$ cat config.mk
export PLATFORM = sky130hd
export DESIGN_NAME = ksw_front
export DESIGN_NICKNAME = d
export VERILOG_FILES = /design/src/hw/rtl/ksw_pkg.sv /design/src/hw/rtl/ksw_front.sv
export SDC_FILE = /design/constraint.sdc
export NUM_CORES = 1
export LEC_CHECK = 0
export BUFFER_PORTS_ARGS = -buffer_cell sky130_fd_sc_hd__buf_4
export CORE_MARGIN = 1.5
export CORE_UTILIZATION = 45
export CTS_CLUSTER_DIAMETER = 30
export DETAILED_ROUTE_END_ITERATION = 8
export PLACE_DENSITY = 0.7
export SYNTH_ARGS = -nofsm -noshare
export SYNTH_HDL_FRONTEND = slang
export SYNTH_SLANG_ARGS = --single-unit
$ cat constraint.sdc
create_clock -name clk -period 13.85 [get_ports clk]
set_clock_uncertainty 0.2 [all_clocks]
set_input_delay 2.77 -clock clk [delete_from_list [all_inputs] [get_ports clk]]
set_output_delay 2.77 -clock clk [all_outputs]
set_load 0.02 [all_outputs]
$ cat src/hw/rtl/ksw_pkg.sv
// Shared types and constants for the key subset shuffle and whitening core.
`timescale 1ns / 1ps
`default_nettype none
package ksw_pkg;

  // Key and round widths for the two variants
  localparam int KEY_LARGE   = 512;
  localparam int KEY_SMALL   = 256;
  localparam int ROUND_LARGE = 56;
  localparam int ROUND_SMALL = 60;

  // Index table geometry
  localparam int TABLE_DEPTH = 512;
  localparam int IDX_W       = $clog2(TABLE_DEPTH);
  localparam int KEY_W       = IDX_W + 1;     // holds a key width up to TABLE_DEPTH
  localparam int POS_W       = 6;
  localparam int ROUND_W     = POS_W + 1;     // holds a round width up to 64
  localparam int BYTE_W      = 8;
  localparam int NIB_W       = 4;
  localparam int WORD_W      = 32;
  localparam int ACC_W       = WORD_W - BYTE_W;
  localparam int SHIFT_W     = $clog2(KEY_W);

  // Command queue between front and back
  localparam int CMDQ_DEPTH  = 4;

  // Input operation codes
  localparam logic OP_BYTE    = 1'b0;
  localparam logic OP_RESTART = 1'b1;

  // Result kinds
  localparam logic KIND_INDEX = 1'b0;
  localparam logic KIND_WHITE = 1'b1;

  // Variant select
  localparam logic MODE_LARGE = 1'b0;

  typedef enum logic [1:0] {
    CMD_SWAP,
    CMD_WHITE,
    CMD_CLEAR
  } cmd_op_t;

  typedef struct packed {
    cmd_op_t             op;
    logic [POS_W-1:0]    pos;
    logic [IDX_W-1:0]    draw;
    logic [NIB_W-1:0]    nibble;
    logic                last;
  } cmd_t;

  typedef struct packed {
    logic                kind;
    logic [POS_W-1:0]    position;
    logic [IDX_W-1:0]    value;
    logic                last;
  } res_t;

  typedef enum logic {
    BK_CLEAR,
    BK_RUN
  } back_state_t;

endpackage
`default_nettype wire

$ cat src/hw/rtl/ksw_front.sv
// Front: accepts bytes, packs draw words, tracks round position and phase.
`timescale 1ns / 1ps
`default_nettype none
module ksw_front
  import ksw_pkg::*;
(
  input  wire logic              clk,
  input  wire logic              rst,
  input  wire logic              cfg_write,
  input  wire logic              cfg_data,
  input  wire logic              in_valid,
  output logic                   in_stall,
  input  wire logic              operation,
  input  wire logic [BYTE_W-1:0] random_byte,
  input  wire logic              q_full,
  output logic                   q_push,
  output cmd_t                   q_data
);

  logic              variant_mode;
  logic [POS_W-1:0]  round_position;
  logic              whitening_phase;
  logic [1:0]        byte_count;
  logic [ACC_W-1:0]  word_accumulator;

  logic [POS_W-1:0]  round_position_next;
  logic              whitening_phase_next;
  logic [1:0]        byte_count_next;
  logic [ACC_W-1:0]  word_accumulator_next;

  logic              accept;
  logic [KEY_W-1:0]  keyw;
  logic [ROUND_W-1:0] roundw;
  logic [KEY_W-1:0]  pos_ext;
  logic [KEY_W-1:0]  span;
  logic [SHIFT_W-1:0] lead;
  logic [WORD_W-1:0] word;
  logic [IDX_W-1:0]  top_bits;
  logic [IDX_W-1:0]  offset;
  logic [IDX_W-1:0]  draw;
  logic              phase_end;

  assign in_stall = q_full;
  assign accept   = in_valid && !in_stall;

  // Variant register
  always_ff @(posedge clk) begin
    if (rst) begin
      variant_mode <= MODE_LARGE;
    end else if (cfg_write) begin
      variant_mode <= cfg_data;
    end
  end

  // Draw: position plus the top lead bits of the packed word
  always_comb begin
    keyw    = (variant_mode == MODE_LARGE) ? KEY_W'(KEY_LARGE) : KEY_W'(KEY_SMALL);
    roundw  = (variant_mode == MODE_LARGE) ? ROUND_W'(ROUND_LARGE) : ROUND_W'(ROUND_SMALL);
    pos_ext = KEY_W'(round_position);
    span    = keyw - pos_ext;
    lead    = '0;
    if (keyw > pos_ext) begin
      for (int i = 1; i < KEY_W; i++) begin
        if (span[i]) begin
          lead = SHIFT_W'(i);
        end
      end
    end
    word      = {random_byte, word_accumulator};
    top_bits  = word[WORD_W-1 -: IDX_W];
    offset    = top_bits >> (SHIFT_W'(IDX_W) - lead);
    draw      = IDX_W'(round_position) + offset;
    phase_end = (ROUND_W'(round_position) + ROUND_W'(1)) >= roundw;
  end

  // Next state and command to the back
  always_comb begin
    round_position_next   = round_position;
    whitening_phase_next  = whitening_phase;
    byte_count_next       = byte_count;
    word_accumulator_next = word_accumulator;
    q_push                = 1'b0;
    q_data.op             = CMD_WHITE;
    q_data.pos            = round_position;
    q_data.draw           = draw;
    q_data.nibble         = random_byte[NIB_W-1:0];
    q_data.last           = phase_end;
    if (accept) begin
      if (operation == OP_RESTART) begin
        round_position_next   = '0;
        whitening_phase_next  = 1'b0;
        byte_count_next       = '0;
        word_accumulator_next = '0;
        q_push                = 1'b1;
        q_data.op             = CMD_CLEAR;
      end else if (!whitening_phase) begin
        if (byte_count != 2'd3) begin
          // partial word: collect the byte little-endian
          word_accumulator_next = word_accumulator |
                                  (ACC_W'(random_byte) << (byte_count * 8));
          byte_count_next       = byte_count + 2'd1;
        end else begin
          byte_count_next       = '0;
          word_accumulator_next = '0;
          q_push                = 1'b1;
          q_data.op             = CMD_SWAP;
          q_data.last           = 1'b0;
          if (phase_end) begin
            whitening_phase_next = 1'b1;
            round_position_next  = '0;
          end else begin
            round_position_next  = round_position + POS_W'(1);
          end
        end
      end else begin
        q_push = 1'b1;
        if (phase_end) begin
          whitening_phase_next = 1'b0;
          round_position_next  = '0;
        end else begin
          round_position_next  = round_position + POS_W'(1);
        end
      end
    end
  end

  // Front state registers
  always_ff @(posedge clk) begin
    if (rst) begin
      round_position   <= '0;
      whitening_phase  <= 1'b0;
      byte_count       <= '0;
      word_accumulator <= '0;
    end else begin
      round_position   <= round_position_next;
      whitening_phase  <= whitening_phase_next;
      byte_count       <= byte_count_next;
      word_accumulator <= word_accumulator_next;
    end
  end

endmodule
`default_nettype wire

==> results.py <==
metrics = {
    "setup_path": {
        "cpMaxStageDelayCell": "fa_1",
        "max_stage_delay_ns": 0.40,
        "crit_buf_inv": 3,
        "worstPathMaxFanout": 6,
        "critical-path-top-delay-family": "simple AND/OR/NAND/NOR gates",
        "start_kind": "input pin",
        "path_cells": "buf_4 -> nor2b_1 -> nand3_1 -> a21oi_1 -> a2bb2oi_2 -> ha_1 -> inv_1 -> fa_1 -> nor2b_1 -> o31ai_1 -> a21oi_1 -> nand2_1 -> nor3_1 -> mux2i_1 -> buf_4",
        "reg2reg_to": "round_position[2]",
        "arrival_ns": 5.47,
        "critPathCaptureType": "output pin",
        "critPathKind": "in2out",
        "crit_required_ns": 10.88,
        "regToRegStartpoint": "round_position[1]",
        "r2r_cells": 8,
        "rrSetupSlack_ns": 11.13,
    },
    "logic_synthesis": {
        "synthCells": 199,
        "synth_top_area_share_pct": 14.5,
        "synthTopCellsByCount": "20 x nor2_1, 13 x mux2i_1, 13 x nand2_1",
        "synth-edff-count": 0,
        "ys_ff_latch": 11,
        "syn_area_um2": 1510,
        "synth_area_per_cell_um2": 7.61,
        "yosysMostFrequentCell": "nor2_1",
        "yosysWarningCount": 0,
        "synthTopCellsByArea": "dfxtp_1 15%, ha_1 9.1%, mux2i_1 8.6%",
        "async_flop_share_pct": 0,
        "synth.distinct_cells": 50,
        "ys_seq_area_share_pct": 14.5,
        "syn-num-nets": 226,
        "synth-main-ff-cell": "dfxtp_1",
        "synth.largest_area_cell": "dfxtp_1",
    },
    "cts": {
        "post_cts_buffers": 0,
        "htreeDepth": 1,
        "clock_latency_ns": 0.26,
        "numCtsBuffers": 3,
        "cts_num_sinks": 11,
        "cts_tree": "yes",
        "cts_resized": 0,
        "clk_pin_slew_ns": 0.07,
        "ctsLongestPathBuffers": 2,
        "clockRootBuffer": "clkbuf_4",
        "hold_buffers": 0,
    },
    "cells_and_area": {
        "num_antenna_cells": 0,
        "fin_nets": 257,
        "fin_util_pct": 57.4,
        "syn_to_final_growth_pct": 18.5,
        "fillers": 321,
        "drive_gt1_share_pct": 23.1,
    },
    "placement": {
        "dpl.hpwl_um": 2680,
        "dp_worst_setup_slack_ns": 5.42,
        "port_buffers": 38,
        "place_congestion": 0.837,
    },
    "global_route": {
        "grt_max_degree": 13,
        "overflow": 0,
        "first_global_vias": 1270,
        "antenna_found_initial": 0,
        "track_usage_pct": 18.9,
        "grt_pass1_wl_um": 5400,
    },
    "run_status": {
        "outcome": "finished, final reports clean",
    },
    "floorplan": {
        "core_um2": 3130,
        "io_pins": 39,
        "die-height_um": 61,
        "die_w_um": 61,
        "row_count": 20,
        "start_util_pct": 48.4,
        "dieArea_um2": 3720,
    },
    "timing": {
        "hold_violations": 0,
        "worst_pin_slew_ns": 0.693,
        "fin_crit_ns": 8.44,
        "drv_slew": 0,
        "setup_viol": 0,
        "setup_slack_ns": 5.41,
        "rsz0062_at_grt": "no",
        "fin_tns_setup_ns": 0,
        "relSlewSlack_pct": 53.6,
        "period_share_pct": 60.9,
        "fmax_ghz": 0.118,
    },
    "route": {
        "wl_per_cell_um": 12.3,
        "detail_route.iter0.violations": 67,
        "drt_pass1_iterations": 4,
        "ant_nets": 0,
        "wl_um": 3360,
        "drc_errors": 0,
        "viasPerCell": 5.55,
        "dr_total_vias": 1514,
    },
    "pwr": {
        "switching_share_pct": 32.4,
        "comb_power_share_pct": 35.8,
        "p_sw_mw": 0.0277,
        "finalPower_mw": 0.0854,
        "ir_worst_vdd_mv": 0.0327,
        "seq_power_share_pct": 38.3,
        "cellLeakagePower_nw": 0.854,
        "intPower_mw": 0.0577,
        "clockPowerShare_pct": 25.9,
        "powerDensity_nw_per_um2": 47.6,
    },
    "worst_hold_path": {
        "min_to": "word_accumulator[23]",
        "hold_depth": 1,
        "min_from": "word_accumulator[23]",
        "holdCritPathClass": "reg2reg",
    },
    "job": {
        "maxCapViolCount": 0,
    },
}
==> power by group through the flow <==
stage	combinational, mW	sequential [mW]	clock, mW
after floorplan	0.0206	0.0329	0
after global placement	0.0305	0.0334	0
after detailed placement	0.0306	0.0334	0
after CTS	0.0307	0.0326	0.0227
after global routing	0.0336	0.0328	0.0241
final	0.0306	0.0327	0.0221
==> cells in the final DEF, fill, tap and decap left out, types with 3 or more instances in the layout <==
cell	count
a21boi_0	3
a21o_1	3
a21oi_1	11
a22oi_1	4
and2_1	3
buf_4	38
clkbuf_4	3
dfxtp_1	11
ha_1	11
inv_1	11
mux2i_1	13
nand2_1	13
nand2b_1	5
nand3_1	9
nand4_1	3
nor2_1	20
nor2b_1	6
nor3_1	5
o21a_1	3
o21ai_0	12
o31ai_1	3
xnor2_1	3
==> cell type report <==
class                      count  area, um2  share of cell area (%)
tap                           44       55.1                    3.07
sequential                    11        220                    12.3
timing repair buffer          38        285                    15.9
multi-input combinational    165       1170                    65.0
clock buffer                   4       26.3                    1.46
inverter                      11       41.3                    2.30
==> registers in the layout, indices dropped and copies added, names as in the netlist <==
register	flops
variant_mode	1
word_accumulator	1
round_position	6
byte_count	2
whitening_phase	1
==> metal layers <==
| metal | vias up | share of wire (%) | routed length, um | track usage (%) |
|---|---|---|---|---|
| met5 | - | 0 | 0 | 0 |
| met4 | 0 | 0.71 | 24 | 7.14 |
| met3 | 4 | 3.4 | 115 | 1.92 |
| met2 | 36 | 48 | 1600 | 32.1 |
| met1 | 686 | 48 | 1620 | 24.5 |
| li1 | 788 | - | - | - |
==> worst max-delay path by stage <==
stage / from / to / depth (start not counted)
detailed placement: random_byte[7] / q_data[13] / 15
global placement: random_byte[7] / q_data[13] / 15
CTS: random_byte[7] / q_data[13] / 15
floorplan: random_byte[5] / q_data[12] / 12
finish: random_byte[7] / q_data[13] / 15
global route: random_byte[7] / q_data[13] / 15
==> logic make-up after synthesis <==
group | share of synthesized area [%]
xor gates and xnor gates | 3.97
AOI/OAI and AO/OA | 26.9
muxes | 9.34
adders and majority gates | 10.4
DFF | 14.5
and+or+nand+nor | 26.4
buffers and inverters | 8.43
==> per-stage QoR <==
step           area (um2)  hold WS, ns  std cells
2_1_floorplan        1510        0.272        199
6_report             1790        0.320        273
3_5_place_dp         1770        0.302        269
5_1_grt              1790        0.354        273
3_3_place_gp         1770        0.293        269
4_1_cts              1790        0.319        273
No activity file was read; power rests on OpenSTA's default activity.
