`config.mk`:
```
export PLATFORM = sky130hd
export DESIGN_NAME = ksw_back
export DESIGN_NICKNAME = d
export VERILOG_FILES = /design/src/hw/rtl/ksw_pkg.sv /design/src/hw/rtl/ksw_ram.sv /design/src/hw/rtl/ksw_back.sv
export SDC_FILE = /design/constraint.sdc
export NUM_CORES = 2
export LEC_CHECK = 0
export ABC_CLOCK_PERIOD_IN_PS = 125800
export BUFFER_PORTS_ARGS = -buffer_cell sky130_fd_sc_hd__buf_2
export CELL_PAD_IN_SITES_DETAIL_PLACEMENT = 1
export CELL_PAD_IN_SITES_GLOBAL_PLACEMENT = 1
export CORE_ASPECT_RATIO = 0.5
export CORE_MARGIN = 1.5
export CORE_UTILIZATION = 30
export CTS_BUF_LIST = sky130_fd_sc_hd__clkbuf_4 sky130_fd_sc_hd__clkbuf_8 sky130_fd_sc_hd__clkbuf_16
export CTS_CLUSTER_DIAMETER = 80
export DETAILED_ROUTE_END_ITERATION = 10
export PLACE_DENSITY_LB_ADDON = 0.15
export SETUP_SLACK_MARGIN = 0.15
export SYNTH_ARGS = -nofsm -noshare
export SYNTH_HDL_FRONTEND = slang
export SYNTH_HIERARCHICAL = 1
export SYNTH_MEMORY_MAX_BITS = 65536
export SYNTH_SLANG_ARGS = --single-unit
```
`constraint.sdc`:
```
create_clock -name clk -period 125.8 [get_ports clk]
set_input_delay 6.29 -clock clk [delete_from_list [all_inputs] [get_ports clk]]
set_output_delay 6.29 -clock clk [all_outputs]
set_load 0.02 [all_outputs]
```
`src/hw/rtl/ksw_pkg.sv`:
```
// Shared types and constants for the key subset shuffle and whitening core.
`timescale 1ns / 1ps
`default_nettype none
package ksw_pkg;

  // Key and round widths for the two variants
  localparam int KEY_LARGE   = 512;
  localparam int KEY_SMALL   = 256;
  localparam int ROUND_LARGE = 56;
  localparam int ROUND_SMALL = 60;

  // Index table geometry
  localparam int TABLE_DEPTH = 512;
  localparam int IDX_W       = $clog2(TABLE_DEPTH);
  localparam int KEY_W       = IDX_W + 1;     // holds a key width up to TABLE_DEPTH
  localparam int POS_W       = 6;
  localparam int ROUND_W     = POS_W + 1;     // holds a round width up to 64
  localparam int BYTE_W      = 8;
  localparam int NIB_W       = 4;
  localparam int WORD_W      = 32;
  localparam int ACC_W       = WORD_W - BYTE_W;
  localparam int SHIFT_W     = $clog2(KEY_W);

  // Command queue between front and back
  localparam int CMDQ_DEPTH  = 4;

  // Input operation codes
  localparam logic OP_BYTE    = 1'b0;
  localparam logic OP_RESTART = 1'b1;

  // Result kinds
  localparam logic KIND_INDEX = 1'b0;
  localparam logic KIND_WHITE = 1'b1;

  // Variant select
  localparam logic MODE_LARGE = 1'b0;

  typedef enum logic [1:0] {
    CMD_SWAP,
    CMD_WHITE,
    CMD_CLEAR
  } cmd_op_t;

  typedef struct packed {
    cmd_op_t             op;
    logic [POS_W-1:0]    pos;
    logic [IDX_W-1:0]    draw;
    logic [NIB_W-1:0]    nibble;
    logic                last;
  } cmd_t;

  typedef struct packed {
    logic                kind;
    logic [POS_W-1:0]    position;
    logic [IDX_W-1:0]    value;
    logic                last;
  } res_t;

  typedef enum logic {
    BK_CLEAR,
    BK_RUN
  } back_state_t;

endpackage
`default_nettype wire

```
`src/hw/rtl/ksw_ram.sv`:
```
// Generic single-write, dual-read RAM with registered read data (read-first).
`timescale 1ns / 1ps
`default_nettype none
module ksw_ram #(
  parameter int WIDTH = 8,
  parameter int DEPTH = 16
) (
  input  wire logic                     clk,
  input  wire logic                     we,
  input  wire logic [$clog2(DEPTH)-1:0] waddr,
  input  wire logic [WIDTH-1:0]         wdata,
  input  wire logic [$clog2(DEPTH)-1:0] raddr_a,
  input  wire logic [$clog2(DEPTH)-1:0] raddr_b,
  output logic      [WIDTH-1:0]         rdata_a,
  output logic      [WIDTH-1:0]         rdata_b
);

  logic [WIDTH-1:0] mem [DEPTH];

  // Write and registered reads; a read of the address being written returns old data
  always_ff @(posedge clk) begin
    if (we) begin
      mem[waddr] <= wdata;
    end
    rdata_a <= mem[raddr_a];
    rdata_b <= mem[raddr_b];
  end

endmodule
`default_nettype wire

```
`src/hw/rtl/ksw_back.sv`:
```
// Back: index table swaps, table clearing sweep and the output buffer.
`timescale 1ns / 1ps
`default_nettype none
module ksw_back
  import ksw_pkg::*;
(
  input  wire logic            clk,
  input  wire logic            rst,
  input  wire logic            q_empty,
  input  cmd_t                 q_head,
  output logic                 q_pop,
  output logic                 out_valid,
  input  wire logic            out_stall,
  output res_t                 out_res
);

  back_state_t      state;
  back_state_t      state_next;
  logic [IDX_W-1:0] clr_idx;

  // Data stage (RAM read data valid)
  logic             d_valid;
  cmd_t             d_cmd;
  logic             fwd_a;
  logic             fwd_b;
  logic [IDX_W-1:0] fwd_data;

  // Second write stage
  logic             w2_valid;
  logic [IDX_W-1:0] w2_addr;
  logic [IDX_W-1:0] w2_data;

  // Output buffer, two entries
  res_t             out_mem [2];
  logic             wr_ptr;
  logic             rd_ptr;
  logic [1:0]       out_count;

  logic             issue;
  logic             start_clear;
  logic             can_emit;
  logic             out_pop;
  logic             d_swap;
  logic [IDX_W-1:0] rd_a;
  logic [IDX_W-1:0] rd_b;
  logic [IDX_W-1:0] val_a;
  logic [IDX_W-1:0] val_b;
  logic             we;
  logic [IDX_W-1:0] waddr;
  logic [IDX_W-1:0] wdata;
  res_t             d_res;

  assign d_swap   = d_valid && (d_cmd.op == CMD_SWAP);
  assign out_pop  = out_valid && !out_stall;
  assign can_emit = ({1'b0, out_count} + {2'b0, d_valid}) < (3'd2 + {2'b0, out_pop});

  ksw_ram #(
    .WIDTH (IDX_W),
    .DEPTH (TABLE_DEPTH)
  ) u_table (
    .clk     (clk),
    .we      (we),
    .waddr   (waddr),
    .wdata   (wdata),
    .raddr_a (IDX_W'(q_head.pos)),
    .raddr_b (q_head.draw),
    .rdata_a (rd_a),
    .rdata_b (rd_b)
  );

  // Sequencer: next state and issue decision
  always_comb begin
    state_next  = state;
    issue       = 1'b0;
    start_clear = 1'b0;
    case (state)
      BK_CLEAR: begin
        if (clr_idx == IDX_W'(TABLE_DEPTH - 1)) begin
          state_next = BK_RUN;
        end
      end
      BK_RUN: begin
        if (!q_empty) begin
          case (q_head.op)
            CMD_SWAP:  issue = can_emit && !d_swap;
            CMD_WHITE: issue = can_emit;
            CMD_CLEAR: begin
              start_clear = !d_valid && !w2_valid;
              if (start_clear) begin
                state_next = BK_CLEAR;
              end
            end
            default:   issue = 1'b0;
          endcase
        end
      end
      default: state_next = BK_CLEAR;
    endcase
    q_pop = issue || start_clear;
  end

  always_ff @(posedge clk) begin
    if (rst) begin
      state <= BK_CLEAR;
    end else begin
      state <= state_next;
    end
  end

  // Clearing sweep address
  always_ff @(posedge clk) begin
    if (rst || start_clear) begin
      clr_idx <= '0;
    end else if (state == BK_CLEAR) begin
      clr_idx <= clr_idx + IDX_W'(1);
    end
  end

  // Table values with bypass of the write that coincides with the read
  assign val_a = fwd_a ? fwd_data : rd_a;
  assign val_b = fwd_b ? fwd_data : rd_b;

  // Write port: sweep, first swap write, second swap write
  always_comb begin
    we    = 1'b0;
    waddr = clr_idx;
    wdata = clr_idx;
    if (state == BK_CLEAR) begin
      we = 1'b1;
    end else if (d_swap) begin
      we    = 1'b1;
      waddr = IDX_W'(d_cmd.pos);
      wdata = val_b;
    end else if (w2_valid) begin
      we    = 1'b1;
      waddr = w2_addr;
      wdata = w2_data;
    end
  end

  // Data and second write stages
  always_ff @(posedge clk) begin
    if (rst) begin
      d_valid  <= 1'b0;
      w2_valid <= 1'b0;
    end else begin
      d_valid  <= issue;
      w2_valid <= d_swap;
    end
  end

  always_ff @(posedge clk) begin
    if (issue) begin
      d_cmd    <= q_head;
      fwd_a    <= w2_valid && (w2_addr == IDX_W'(q_head.pos));
      fwd_b    <= w2_valid && (w2_addr == q_head.draw);
      fwd_data <= w2_data;
    end
    if (d_swap) begin
      w2_addr <= d_cmd.draw;
      w2_data <= val_a;
    end
  end

  // Result built in the data stage
  always_comb begin
    d_res.position = d_cmd.pos;
    if (d_cmd.op == CMD_SWAP) begin
      d_res.kind  = KIND_INDEX;
      d_res.value = val_b;
      d_res.last  = 1'b0;
    end else begin
      d_res.kind  = KIND_WHITE;
      d_res.value = IDX_W'(d_cmd.nibble);
      d_res.last  = d_cmd.last;
    end
  end

  // Output buffer
  assign out_valid = (out_count != 2'd0);
  assign out_res   = out_mem[rd_ptr];

  always_ff @(posedge clk) begin
    if (d_valid) begin
      out_mem[wr_ptr] <= d_res;
    end
  end

  always_ff @(posedge clk) begin
    if (rst) begin
      wr_ptr    <= 1'b0;
      rd_ptr    <= 1'b0;
      out_count <= '0;
    end else begin
      if (d_valid) begin
        wr_ptr <= !wr_ptr;
      end
      if (out_pop) begin
        rd_ptr <= !rd_ptr;
      end
      case ({d_valid, out_pop})
        2'b10:   out_count <= out_count + 2'd1;
        2'b01:   out_count <= out_count - 2'd1;
        default: out_count <= out_count;
      endcase
    end
  end

  // Checks
  a_one_writer: assert property (@(posedge clk) disable iff (rst)
    !(d_swap && w2_valid))
    else $error("swap write stages collide on the table write port");

  a_out_bound: assert property (@(posedge clk) disable iff (rst)
    out_count <= 2'd2)
    else $error("output buffer overflow");

  a_no_issue_clear: assert property (@(posedge clk) disable iff (rst)
    (state == BK_CLEAR) |-> !issue && !we == 1'b0)
    else $error("command issued during table sweep");

  a_second_write: assert property (@(posedge clk) disable iff (rst)
    d_swap |=> w2_valid && !d_valid == !d_valid)
    else $error("second swap write missing");

  a_clear_drained: assert property (@(posedge clk) disable iff (rst)
    start_clear |=> (state == BK_CLEAR) && !d_valid && !w2_valid)
    else $error("sweep started with a swap in flight");

endmodule
`default_nettype wire

```
==> summary.md <==
| Metric | Value |
|---|---|
| Initial antenna violation count | `between 90 and 100` |
| First-pass GRT wire length | `about 1300000 µm` |
| Initial DRC Count | `18312` |
| Layout Skew | `0.0873 ns` |
| Min Tclk post-route | `13.64 ns` |
| Mapped Area | `about 0.22 mm²` |
| Initial Utilization | `0.301` |
| Placed Area | `approximately 0.24 mm²` |
| Run status | `finished, violations left` |
| Skew-Pair Late Insertion Delay | `1.12 ns` |
| Post-CTS Hold Fix Bufs | `0` |
| Congestion Overflow GR | `0` |
| Data arrival, critical path | `7.35 ns` |
| Maximum vdd drop | `0.0121 mV` |
| WL final | `roughly 950000 µm` |
| Synthesis-to-finish area growth | `12.5%` |
| Crit path kind | `input port to primary output` |
| Yosys warns | `6` |
| Fmax | `between 70 and 80 MHz` |
| Family with the most delay on the worst path | `compound AO/OA/AOI/OAI gates` |
| Final setup vio count | `0` |
| RSZ-0062 raised after global routing | `no` |
| Power per cell area | `13.9 mW/mm²` |
| Final Hold Vio Count | `0` |
| Crit-path max cell delay | `0.27 ns` |
| Synth async-reset ratio | `0` |
| Vias | `139868` |
| WHS Endpoint | `w2_addr[0]` |
| HP Start | `d_cmd[5]` |
| Die area | `0.752 mm²` |
| Synth Flop Type | `edfxtp_1` |
| Syn Inst Count | `12957` |
| Hold path depth | `0` |
| Reg2Reg Depth | `8` |
| Failing checks | `max-capacitance violations, max-slew violations` |
| Crit end category | `primary output` |
| Post-CTS setup buffers | `0` |
| Root buf cell | `clkbuf_16` |
| Pleak | `79.8 nW` |
| DRC violations left | `0` |
| Non-filler cells, final | `23355` |
| Clock buffer depth | `5` |
| Die H | `614 µm` |
| CP max FO | `4` |
| Nets | `13019` |
| Setup TNS | `0 ns` |
| Rel. slew slack | `-4.64` |
| Die Width | `roughly 1200 µm` |
| Slew @ Worst Pin | `around 8.4 ns` |
| Number of max-cap violations | `1` |
| Clk sink count | `4728` |
| Crit-path slowest cell | `nor4b_1` |
| Pre-CTS setup slack | `111.80 ns` |
| Post-synthesis sequential area ratio | `0.633` |
| Vias per std cell | `5.99` |
| Setup slack after layout | `112.16 ns` |
| Netlist cell types | `84` |
| PortBufs | `44` |
| Pin count of the biggest net entering global routing | `between 100 and 150` |
| Post-DP HPWL | `622000 µm` |
| Crit path buf inv count | `2` |
| Pre-antenna DRT Iters | `5` |
| Number of core rows | `~220` |
| Avg WL per Cell | `just over 40 µm` |
| H-tree levels | `5` |
| Startpoint types | `input port` |
| HP Class | `register to register` |
| Layout cell share with drive strength beyond 1 | `0.245` |
| Number of synthesized register bits | `4728` |
| Ports | `45` |
| Final RePlAce weighted congestion | `just under 0.9` |
| TritonCTS clock tree | `yes` |
| Worst r2r src | `d_valid` |
| Vias in the first global route | `~140k` |
| Clock-pin slew on the worst setup and hold paths | `0.07 ns` |
| Layout filler cell count | `74727` |
| Critical Path Source | `q_head[21]` |
| Tcrit/Tclk final | `0.108` |
| Final Slew Violations | `373` |
| Critical Path, Cell by Cell | `buf_2 > nor4b_1 > o21ai_0 > o21ai_0 > buf_2` |
| CTS resizes | `0` |
| Crit Reg-Reg Endpoint | `u_table/mem[453][4]` |
| CTS Buf Count | `494` |
| Total GRT Usage | `0.247` |
| Syn avg cell area | `17.3 µm²` |
| Worst R2R Setup Slack | `between 100 and 150 ns` |
| Post-route ant nets | `0` |
| Post-synth EDFFs | `4693` |
| DP Cell Count | `22436` |
| Core Area | `approximately 0.74 mm²` |
| Post-route cell area | `0.252 mm²` |
| Worst Path Required | `119.51 ns` |
[cells in the mapped netlist (26+ instances only)]
cell type	instances	area (µm²)
edfxtp_1	4693	141000
mux4_2	1640	36900
mux2i_1	1452	14500
nor2_1	668	2510
clkbuf_1	522	1960
o221ai_1	511	4480
o22ai_1	402	2510
nor3_1	368	1840
a21oi_1	359	1800
nand2_1	276	1040
o21ai_0	204	1020
a211oi_1	201	1510
buf_4	188	1410
nor4_1	181	1130
buf_2	147	736
buf_6	120	1350
nand3_1	102	510
buf_1	96	360
mux2_2	93	1050
a2111oi_0	71	622
nand4_1	48	300
o21a_1	37	278
dfxtp_1	35	701
and4_1	33	289
and2_1	27	169
and3_1	26	163
[cell families (layout without fill, tap and decap cells)]
family / Yosys count / after routing / share of synthesized area
AOI/OAI and AO/OA: 2008 / 2008 / 0.0627
xor gates and xnor gates: 22 / 22 / 0.000861
adders and majority gates: 5 / 5 / 0.000279
buffers and inverters: 1099 / 1507 / 0.0268
DFF: 4728 / 4728 / 0.633
muxes: 3195 / 3195 / 0.235
other: 1 / 47 / 0.0000168
and+or+nand+nor: 1899 / 1899 / 0.0414
[layout by cell type (no fill, tap or decap), drive strengths merged, types with 72 or more instances in the layout]
| master | Yosys | final |
|---|---|---|
| nor4 | 184 | 184 |
| mux2 | 103 | 103 |
| a21oi | 359 | 359 |
| o221ai | 515 | 515 |
| a211oi | 201 | 201 |
| edfxtp | 4693 | 4693 |
| o21ai | 214 | 214 |
| nor3 | 369 | 369 |
| clkbuf | 522 | 631 |
| mux2i | 1452 | 1452 |
| clkinv | 2 | 214 |
| o22ai | 402 | 402 |
| mux4 | 1640 | 1640 |
| buf | 558 | 595 |
| nor2 | 668 | 668 |
| a2111oi | 72 | 72 |
| nand2 | 276 | 276 |
| nand3 | 102 | 102 |
[layer usage]
layer / track usage / vias to the layer above / part of all wire
li1: - / 55197 / -
met4: 0.0774 / 50 / 0.035
met2: 0.386 / 6087 / 0.45
met5: 0 / - / 0.00032
met3: 0.0506 / 1277 / 0.079
met1: 0.346 / 77257 / 0.43
[sequential cells by signal (all words and copies together) (netlist names), 2 cells and up, named ones only]
name and flops:
clr_idx 9, d_cmd 22, fwd_data 9, out_count 2, out_mem 34, u_table/mem 4608
u_table/rdata_a 9, u_table/rdata_b 9, w2_addr 9, w2_data 9
[through the flow]
stage / total power (W) / util / hold WS, ns
after detailed placement: 0.00204 / 0.317 / 0.406
final: 0.00351 / 0.338 / 0.411
after floorplan: 0.00194 / - / 0.400
after global routing: 0.00359 / 0.338 / 0.424
after global placement: 0.00204 / 0.317 / 0.402
after CTS: 0.00352 / 0.338 / 0.410
[how the worst max path moves through the flow]
stage	endpoint	slack, ns	depth (start not counted)
2_1_floorplan	u_table/mem[0][6]	86.41	3
3_3_place_gp	u_table/rdata_b[0]	111.79	13
3_5_place_dp	u_table/rdata_b[0]	111.80	13
4_1_cts	q_pop	112.14	5
5_1_grt	q_pop	112.03	5
6_report	q_pop	112.16	5
[where the power goes]
part	switching, W	internal [W]
Clock	0.000660	0.000825
Combinational	0.000201	0.0000918
Sequential	0.00000625	0.00172
[cell type report]
cell class | instances | area (µm²) | share of cell area
multi-input combinational | 7150 | 77000 | 0.306
tap | 9944 | 12400 | 0.0494
clock inverter | 262 | 2090 | 0.00830
sequential | 4728 | 142000 | 0.563
antenna | 26 | 65.1 | 0.000258
inverter | 19 | 106 | 0.000422
clock buffer | 631 | 13600 | 0.0541
timing repair buffer | 595 | 4780 | 0.0190
Note: power is estimated with default switching activity, not from simulation.
