[src/hw/rtl/ksw_pkg.sv]
// Shared types and constants for the key subset shuffle and whitening core.
`timescale 1ns / 1ps
`default_nettype none
package ksw_pkg;

  // Key and round widths for the two variants
  localparam int KEY_LARGE   = 512;
  localparam int KEY_SMALL   = 256;
  localparam int ROUND_LARGE = 56;
  localparam int ROUND_SMALL = 60;

  // Index table geometry
  localparam int TABLE_DEPTH = 512;
  localparam int IDX_W       = $clog2(TABLE_DEPTH);
  localparam int KEY_W       = IDX_W + 1;     // holds a key width up to TABLE_DEPTH
  localparam int POS_W       = 6;
  localparam int ROUND_W     = POS_W + 1;     // holds a round width up to 64
  localparam int BYTE_W      = 8;
  localparam int NIB_W       = 4;
  localparam int WORD_W      = 32;
  localparam int ACC_W       = WORD_W - BYTE_W;
  localparam int SHIFT_W     = $clog2(KEY_W);

  // Command queue between front and back
  localparam int CMDQ_DEPTH  = 4;

  // Input operation codes
  localparam logic OP_BYTE    = 1'b0;
  localparam logic OP_RESTART = 1'b1;

  // Result kinds
  localparam logic KIND_INDEX = 1'b0;
  localparam logic KIND_WHITE = 1'b1;

  // Variant select
  localparam logic MODE_LARGE = 1'b0;

  typedef enum logic [1:0] {
    CMD_SWAP,
    CMD_WHITE,
    CMD_CLEAR
  } cmd_op_t;

  typedef struct packed {
    cmd_op_t             op;
    logic [POS_W-1:0]    pos;
    logic [IDX_W-1:0]    draw;
    logic [NIB_W-1:0]    nibble;
    logic                last;
  } cmd_t;

  typedef struct packed {
    logic                kind;
    logic [POS_W-1:0]    position;
    logic [IDX_W-1:0]    value;
    logic                last;
  } res_t;

  typedef enum logic {
    BK_CLEAR,
    BK_RUN
  } back_state_t;

endpackage
`default_nettype wire

[src/hw/rtl/ksw_cmd_fifo.sv]
// Short command queue that decouples the front from the back.
`timescale 1ns / 1ps
`default_nettype none
module ksw_cmd_fifo
  import ksw_pkg::*;
(
  input  wire logic clk,
  input  wire logic rst,
  input  wire logic push,
  input  cmd_t      push_data,
  output logic      full,
  input  wire logic pop,
  output logic      empty,
  output cmd_t      head
);

  localparam int AW = $clog2(CMDQ_DEPTH);
  localparam int CW = $clog2(CMDQ_DEPTH + 1);

  cmd_t          mem [CMDQ_DEPTH];
  logic [AW-1:0] wr_ptr;
  logic [AW-1:0] rd_ptr;
  logic [CW-1:0] count;

  assign full  = (count == CW'(CMDQ_DEPTH));
  assign empty = (count == '0);
  assign head  = mem[rd_ptr];

  // Storage
  always_ff @(posedge clk) begin
    if (push) begin
      mem[wr_ptr] <= push_data;
    end
  end

  // Pointers and fill count
  always_ff @(posedge clk) begin
    if (rst) begin
      wr_ptr <= '0;
      rd_ptr <= '0;
      count  <= '0;
    end else begin
      if (push) begin
        wr_ptr <= wr_ptr + AW'(1);
      end
      if (pop) begin
        rd_ptr <= rd_ptr + AW'(1);
      end
      case ({push, pop})
        2'b10:   count <= count + CW'(1);
        2'b01:   count <= count - CW'(1);
        default: count <= count;
      endcase
    end
  end

endmodule
`default_nettype wire

[config.mk]
export PLATFORM = sky130hd
export DESIGN_NAME = ksw_cmd_fifo
export DESIGN_NICKNAME = d
export VERILOG_FILES = /design/src/hw/rtl/ksw_pkg.sv /design/src/hw/rtl/ksw_cmd_fifo.sv
export SDC_FILE = /design/constraint.sdc
export NUM_CORES = 1
export LEC_CHECK = 0
export BUFFER_PORTS_ARGS = -buffer_cell sky130_fd_sc_hd__buf_2
export CAP_MARGIN = 20
export CORE_ASPECT_RATIO = 1.5
export CORE_MARGIN = 2
export CORE_UTILIZATION = 50
export DETAILED_ROUTE_END_ITERATION = 8
export MAX_ROUTING_LAYER = met4
export PLACE_DENSITY_LB_ADDON = 0.2
export SLEW_MARGIN = 20
export SYNTH_ARGS = -nofsm -noshare
export SYNTH_HDL_FRONTEND = slang
export SYNTH_SLANG_ARGS = --single-unit
[constraint.sdc]
create_clock -name clk -period 2.8 [get_ports clk]
set_input_delay 0.56 -clock clk [delete_from_list [all_inputs] [get_ports clk]]
set_output_delay 0.56 -clock clk [all_outputs]
set_load 0.1 [all_outputs]
==> flow_summary.json, run 1 <==
{
  "async_flop_share_pct": 0,
  "synth_edf_count": 88,
  "vias": 1665,
  "place_hpwl_um": 3960,
  "via_per_inst": 5.42,
  "antenna_cells": 0,
  "worstMarginPinSlew_ns": 0.501,
  "hold_buffers": 0,
  "yosys-top-cells-count": "88 x edfxtp_1, 20 x mux4_2, 9 x dfxtp_1",
  "layout-drive-gt1-share_pct": 39.6,
  "utilization_pct": 58.9,
  "end_kind": "primary output",
  "grt_pass1_wl_um": 8920,
  "rsz0062_at_grt": "false",
  "crit_arrival_ns": 1.99,
  "cts_sinks": 97,
  "netlist_top_cells_area": "edfxtp_1 73%, mux4_2 12%, dfxtp_1 5.0%",
  "nFillCells": 561,
  "drc": 0,
  "clk_latency_ns": 0.35,
  "postRouteAntennaNets": 0,
  "antenna_found_initial": 0,
  "timing.fmax_mhz": 393,
  "synth.avg_cell_area_um2": 22.4,
  "power_frac_comb_pct": 21.1,
  "finalCritPeriodShare_pct": 91.0,
  "power.leakage_nw": 1.47,
  "cts_setup_buffers": 0,
  "cp_max_fo": 12,
  "grt_pass1_vias": 1804,
  "p_clk_share_pct": 27.0,
  "drt-pass1-iter-count": 4,
  "wl_per_cell_um": 19.2,
  "drv_cap": 0,
  "die-width_um": 73.4,
  "final_net_count": 254,
  "start_util_pct": 50.6,
  "seq_area_um2": 2820,
  "hold_viol_final": 0,
  "drt_iter0_drc": 119,
  "grt_max_degree": 23,
  "ios": 50,
  "min_period_ns": 2.55,
  "gp_congestion": 0.689,
  "vdd_ir_drop_max_mv": 0.443,
  "die_y_um": 108,
  "clock_path_buffers": 2,
  "clk_pin_slew_ns": 0.08,
  "start_kind": "flop",
  "ff2ff_setup_slack_ns": 1.16,
  "synth_cell_types": 21,
  "synth_top_area_share_pct": 73.2,
  "finClkSkew_ns": 0.00911,
  "syn_area_um2": 3610,
  "slew_headroom_pct": 66.8,
  "worstPathRequired_ns": 2.24,
  "path_class": "flop to primary output",
  "p_int_mw": 2.27,
  "yosysWarnings": 0,
  "cts_resized": 0,
  "status": "finished clean",
  "worstHoldPathType": "primary input to flop",
  "syn_inst": 161,
  "core_um2": 7130,
  "ys_seq_area_share_pct": 78.1,
  "cts_buffers": 9,
  "finalWirelength_um": 5890,
  "powerDensity_nw_per_um2": 776,
  "switching_share_pct": 30.5,
  "setup_tns_ns": 0,
  "cts_tree": "built",
  "syn2layout_area_growth_pct": 16.3,
  "htreeDepth": 3,
  "ys_ff_latch": 97,
  "seqPwrFrac_pct": 51.9,
  "grtUsageTotal_pct": 16.2,
  "overflow": 0,
  "setup-violations-final": 0,
  "dieArea_um2": 7930,
  "multi_input_area_um2": 736,
  "syn-num-nets": 193,
  "yosysMostFrequentCell": "edfxtp_1",
  "slew_violations": 0,
  "netSwitchingPower_uw": 994,
  "synth-main-ff-cell": "edfxtp_1",
  "clk_root_buffer_cell": "clkbuf_8",
  "rows": 38,
  "synth_top_area_cell": "edfxtp_1",
  "port_buffers": 49
}
[routing by layer]
metal	track usage, %	vias to the layer above	share of wire [%]
met5	-	-	0
met4	6.88	0	1.7
met3	4.94	8	4.0
met2	26.9	37	54
met1	18.1	852	40
li1	-	768	-
[registers in the layout, indices dropped and copies added (netlist names), named ones only]
name / cells
mem: 88
count: 3
rd_ptr: 2
wr_ptr: 2
[worst paths after layout]
path	start	endpoint	cells after the start
max reg2reg	wr_ptr[0]	mem[0][6]	4
max	flop	head[9]	3
min	push_data[19]	mem[3][19]	1
min reg2reg	count[2]	count[2]	2
[cell families after synthesis]
kind of cell,after synthesis,share of synthesized area (%)
adder cells (fa/ha/maj),6,2.29
AND/OR/NAND/NOR,16,2.11
multiplexers,23,14.2
XOR/XNOR,5,1.21
AO/OA/AOI/OAI,3,0.416
flip-flops,97,78.1
buffers and inverters,11,1.63
[metrics by stage]
stage	area (um^2)	setup WS (ns)	power, mW	instances	hold slack (ns)
floorplan	3620	0.706	2.29	161	0.478
global placement	4000	0.620	2.40	291	0.487
detailed placement	4000	0.604	2.42	291	0.538
CTS	4200	0.200	3.30	307	0.395
global route	4200	0.125	3.38	307	0.394
finish	4200	0.252	3.26	307	0.425
[worst max-delay path, cell delays in order, from the launching register on]
cell,delay (ns)
dfxtp_2,0.58
buf_12,0.22
mux4_2,0.52
buf_2,0.31
[area by class of cell]
type	instances	share of cell area, %
sequential	97	67.2
multi-input combinational	53	17.5
timing repair buffer	55	7.50
clock buffer	15	4.73
tap	80	2.38
inverter	6	0.536
clock inverter	1	0.119
[power by group through the flow]
stage | combinational [mW] | clock (mW) | sequential (mW)
global route | 0.715 | 0.961 | 1.70
detailed placement | 0.695 | 0 | 1.73
finish | 0.689 | 0.880 | 1.69
floorplan | 0.583 | 0 | 1.71
CTS | 0.696 | 0.908 | 1.69
global placement | 0.681 | 0 | 1.72
[layout by cell type, fill, tap and decap left out]
master and count:
a21oi_1 2, and2_1 4, and3_1 1, buf_12 2, buf_2 49, buf_4 4, clkbuf_1 3, clkbuf_16 2
clkbuf_8 10, clkinv_2 1, dfxtp_1 8, dfxtp_2 1, edfxtp_1 88, fa_1 1, ha_1 5, inv_1 6
mux2i_1 1, mux4_1 2, mux4_2 20, nand2_1 1, nor2_1 8, nor3_2 1, o21ai_0 1, or3_1 1
xnor2_1 2, xor2_1 3
No activity file was read; power rests on OpenSTA's default activity.
==> run 2, diff against run 1 <==
--- a/config.mk
+++ b/config.mk
@@ -10,9 +10,12 @@
 export CORE_ASPECT_RATIO = 1.5
 export CORE_MARGIN = 2
 export CORE_UTILIZATION = 50
+export CTS_BUF_LIST = sky130_fd_sc_hd__clkbuf_16
 export DETAILED_ROUTE_END_ITERATION = 8
+export GPL_ROUTABILITY_DRIVEN = 0
 export MAX_ROUTING_LAYER = met4
 export PLACE_DENSITY_LB_ADDON = 0.2
+export RECOVER_POWER = 50
 export SLEW_MARGIN = 20
 export SYNTH_ARGS = -nofsm -noshare
 export SYNTH_HDL_FRONTEND = slang
==> flow_summary.json, run 2 (synthesis gave the netlist of run 1 again) <==
{
  "layout.cells.most_common": "edfxtp_1",
  "r2r_cells": 4,
  "cpMaxStageDelayCell": "dfxtp_2",
  "rows": 38,
  "ff2ff_setup_slack_ns": 1.01,
  "dieArea_um2": 7930,
  "worstHoldPathType": "primary input to flop",
  "r2r_start": "wr_ptr[0]",
  "core_um2": 7130,
  "clk_root_buffer_cell": "clkbuf_16",
  "port_buffers": 49,
  "r2r-end": "mem[0][17]",
  "setup_tns_ns": 0,
  "crit_chain": "buf_12 > mux4_2 > buf_2",
  "min_from": "push_data[19]",
  "die-width_um": 73.4,
  "finalWirelength_um": 5940,
  "cts_tree": "built",
  "syn2layout_area_growth_pct": 18.0,
  "powerDensity_nw_per_um2": 829,
  "clk_pin_slew_ns": 0.06,
  "grt_max_degree": 23,
  "htreeDepth": 3,
  "cts_sinks": 97,
  "layout-drive-gt1-share_pct": 28.6,
  "grt_pass1_wl_um": 9080,
  "power.leakage_nw": 1.45,
  "setup-violations-final": 0,
  "hold_path_depth": 1,
  "drv_cap": 0,
  "postRouteAntennaNets": 0,
  "start_util_pct": 50.6,
  "ios": 50,
  "drt_iter0_drc": 97,
  "finClkSkew_ns": 0.00336,
  "overflow": 0,
  "cts_buffers": 9,
  "min_to": "mem[3][19]",
  "hold_buffers": 0,
  "slew_headroom_pct": 58.8,
  "wl_per_cell_um": 19.3,
  "cts_setup_buffers": 0,
  "path_class": "flop to primary output",
  "utilization_pct": 59.8,
  "hold_viol_final": 0,
  "place_hpwl_um": 3960,
  "clock_path_buffers": 2,
  "start_kind": "flop",
  "vdd_ir_drop_max_mv": 0.456,
  "via_per_inst": 5.44,
  "critPathMaxStageDelay_ns": 0.58,
  "worstMarginPinSlew_ns": 0.617,
  "whs_ns": 0.489,
  "rsz0062_at_grt": "false",
  "drc": 0,
  "cp_max_fo": 12,
  "vias": 1671,
  "clk_latency_ns": 0.33,
  "status": "finished clean",
  "largest_reg_flops": 88,
  "timing.fmax_mhz": 396,
  "die_y_um": 108,
  "slew_violations": 0,
  "drt-pass1-iter-count": 4,
  "regMostFlops": "mem",
  "final_cell_mix": "88 x edfxtp_1, 25 x buf_2, 24 x clkbuf_1",
  "dpl_cell_area_um2": 4000,
  "grtUsageTotal_pct": 16.6,
  "min_period_ns": 2.53,
  "antenna_found_initial": 0,
  "finalCritPeriodShare_pct": 90.2,
  "antenna_cells": 0,
  "cts_resized": 0,
  "design_area_um2": 4260,
  "crit_arrival_ns": 1.97,
  "grt_pass1_vias": 1814,
  "end_kind": "primary output",
  "final_net_count": 254,
  "reg_top3": "mem x88, count x3",
  "worstPathRequired_ns": 2.24
}
## run 2: cell types whose count changed in the layout (fill, tap and decap cells not counted)
cell | before | now
clkbuf_16 | 2 | 11
and2_1 | 4 | 2
clkinv_1 | 0 | 1
clkbuf_1 | 3 | 24
and2_0 | 0 | 2
clkbuf_8 | 10 | 0
inv_1 | 6 | 9
buf_2 | 49 | 25
## run 2: how the worst max path moves through the flow
stage,from,endpoint,cells after the start
2_1_floorplan,count[1],empty,1
3_3_place_gp,flop,head[3],3
3_5_place_dp,flop,head[17],3
4_1_cts,flop,head[3],3
5_1_grt,flop,head[0],3
6_report,flop,head[9],3
## run 2: cell type report
class / count / area [um^2]
Clock buffer: 11 / 275
Clock inverter: 5 / 20.0
Fill cell: 550 / 2870
Inverter: 6 / 22.5
Multi-Input combinational cell: 53 / 736
Sequential cell: 97 / 2820
Tap cell: 80 / 100
Timing Repair Buffer: 55 / 285
## run 2: metrics by stage
step	power, mW	instances	worst slack, ns
floorplan	2.29	161	0.706
global placement	2.40	291	0.620
detailed placement	2.42	291	0.604
CTS	3.58	307	0.235
global route	3.66	307	0.162
finish	3.53	307	0.274
## run 2: critical path, delay by kind of cell, from the launching register on
family	cells	cell delay, ns
buffers and inverters	2	0.53
flip-flops	1	0.58
multiplexers	1	0.52
## run 2: routing by layer
metal  vias to the layer above  global-route usage, %  routed length, um
met5                         -                      -                  0
met4                         0                   7.66                 61
met3                         4                   5.22                229
met2                        45                   27.0               3270
met1                       852                   18.5               2380
li1                        770                      -                  -
## run 2: power breakdown
part	switching [mW]	total, mW	internal, mW
logic	0.533	0.684	0.151
clock network	0.459	1.15	0.695
registers	0.0369	1.70	1.66
==> run 3, diff against run 2 <==
--- a/config.mk
+++ b/config.mk
@@ -10,7 +10,7 @@
 export CORE_ASPECT_RATIO = 1.5
 export CORE_MARGIN = 2
 export CORE_UTILIZATION = 50
-export CTS_BUF_LIST = sky130_fd_sc_hd__clkbuf_16
+export CTS_BUF_LIST = sky130_fd_sc_hd__clkbuf_4 sky130_fd_sc_hd__clkbuf_8
 export DETAILED_ROUTE_END_ITERATION = 8
 export GPL_ROUTABILITY_DRIVEN = 0
 export MAX_ROUTING_LAYER = met4
==> constraint.sdc (replaced) <==
create_clock -name clk -period 2.8 [get_ports clk]
set_input_delay 0.56 -clock clk [delete_from_list [all_inputs] [get_ports clk]]
set_output_delay 0.56 -clock clk [all_outputs]
set_load 0.05 [all_outputs]
==> flow_summary.json, run 3 (synthesis gave the netlist of run 1 again) <==
{
  "place_hpwl_um": 3820,
  "grt_pass1_vias": 1862,
  "dieArea_um2": 7930,
  "switching_share_pct": 25.1,
  "hold_buffers": 0,
  "die_y_um": 108,
  "drt_iter0_drc": 89,
  "ff2ff_setup_slack_ns": 0.72,
  "clock_path_buffers": 2,
  "via_per_inst": 5.53,
  "slew_headroom_pct": 7.62,
  "p_int_mw": 2.38,
  "postRouteAntennaNets": 0,
  "port_buffers": 49,
  "reg_top3": "mem x88, count x3",
  "overflow": 0,
  "multi_input_area_um2": 731,
  "r2r-end": "mem[3][5]",
  "r2r_cells": 3,
  "netSwitchingPower_uw": 799,
  "drt-pass1-iter-count": 4,
  "regMostFlops": "mem",
  "place_inst": 291,
  "antenna_cells": 0,
  "antenna_found_initial": 0,
  "clk_root_buffer_cell": "clkbuf_8",
  "cts_buffers": 9,
  "start_util_pct": 50.6,
  "r2r_start": "wr_ptr[0]",
  "worstMarginPinSlew_ns": 1.39,
  "min_period_ns": 2.49,
  "syn2layout_area_growth_pct": 15.9,
  "slew_violations": 0,
  "ios": 50,
  "setup-violations-final": 0,
  "clk_pin_slew_ns": 0.09,
  "cts_tree": "built",
  "layout.cells.most_common": "edfxtp_1",
  "rsz0062_at_grt": "false",
  "final_cell_mix": "88 x edfxtp_1, 26 x buf_2, 24 x clkbuf_1",
  "seqPwrFrac_pct": 53.1,
  "power_frac_comb_pct": 15.0,
  "setup_tns_ns": 0,
  "finalWirelength_um": 5800,
  "finalCritPeriodShare_pct": 89.1,
  "vias": 1697,
  "drc": 0,
  "worstHoldPathType": "primary input to flop",
  "seq_area_um2": 2820,
  "worstSetupEndpoint": "head[21]",
  "wl_per_cell_um": 18.9,
  "power.leakage_nw": 1.42,
  "end_kind": "primary output",
  "crit_arrival_ns": 1.93,
  "vdd_ir_drop_max_mv": 0.346,
  "cts_sinks": 97,
  "worstPathRequired_ns": 2.24,
  "core_um2": 7130,
  "largest_reg_flops": 88,
  "grt_pass1_wl_um": 9230,
  "finClkSkew_ns": 0.00967,
  "cts_setup_buffers": 0,
  "path_class": "flop to primary output",
  "nFillCells": 560,
  "p_clk_share_pct": 31.9,
  "final_net_count": 254,
  "status": "finished clean",
  "timing.fmax_mhz": 401,
  "layout-drive-gt1-share_pct": 30.0,
  "layoutNonFillerInstCount": 307,
  "clk_latency_ns": 0.35,
  "powerDensity_nw_per_um2": 759,
  "cp_max_fo": 12,
  "cts_resized": 0,
  "die-width_um": 73.4,
  "drv_cap": 0,
  "rows": 38,
  "start_kind": "flop",
  "htreeDepth": 3,
  "grtUsageTotal_pct": 17.0,
  "grt_max_degree": 23,
  "hold_viol_final": 0
}
[run 3: changes by cell type in the layout (fill, tap and decap cells not counted)]
cell	delta
and2_1	+1
clkinv_4	+1
and2_0	-1
clkinv_1	-1
nor3_1	+1
inv_1	-3
buf_12	-1
bufinv_16	+2
clkbuf_16	-11
buf_2	+1
nor3_2	-1
clkbuf_8	+12
[run 3: final cells by class]
cell class                      count  area share (%)
Inverter                            6           0.538
Clock buffer                       12            3.94
Sequential cell                    97            67.5
Clock inverter                      4            1.76
Tap cell                           80            2.39
Timing Repair Buffer               55            6.46
Multi-Input combinational cell     53            17.5
[run 3: power groups by stage]
stage	Sequential, mW	Combinational, mW	Clock (mW)
floorplan	1.71	0.372	0
global placement	1.72	0.471	0
detailed placement	1.72	0.487	0
CTS	1.69	0.488	1.04
global route	1.70	0.506	1.10
finish	1.69	0.476	1.01
[run 3: how the worst min path moves through the flow]
stage	from	to	slack [ns]	cells after the start
2_1_floorplan	count[2]	count[2]	0.47	2
3_3_place_gp	count[2]	count[2]	0.48	2
3_5_place_dp	rd_ptr[1]	flop	0.53	2
4_1_cts	push_data[11]	mem[1][11]	0.39	1
5_1_grt	push_data[11]	mem[2][11]	0.44	1
6_report	push_data[11]	mem[1][11]	0.45	1
[run 3: stage by stage]
step                      cell area, um^2  utilization, %  power (mW)  hold WS (ns)  worst slack (ns)
after global placement               3980            55.8        2.19         0.475             0.725
after detailed placement             3980            55.8        2.21         0.525             0.650
after floorplan                      3610               -        2.08         0.467             0.843
after global routing                 4190            58.7        3.31         0.439             0.202
final                                4190            58.7        3.18         0.455             0.306
after CTS                            4220            59.2        3.22         0.392             0.255
[run 3: routing by layer]
| layer | routed length [um] | track usage (%) | vias to the layer above |
|---|---|---|---|
| li1 | - | - | 769 |
| met1 | 2230 | 18.2 | 875 |
| met2 | 3250 | 29.1 | 45 |
| met3 | 209 | 5.59 | 8 |
| met4 | 111 | 6.23 | 0 |
| met5 | 0 | - | - |
[run 3: worst max-delay path, cell delays in order, from the launching register on]
cell	delay, ns
dfxtp_1	0.72
buf_4	0.32
mux4_2	0.32
buf_2	0.23
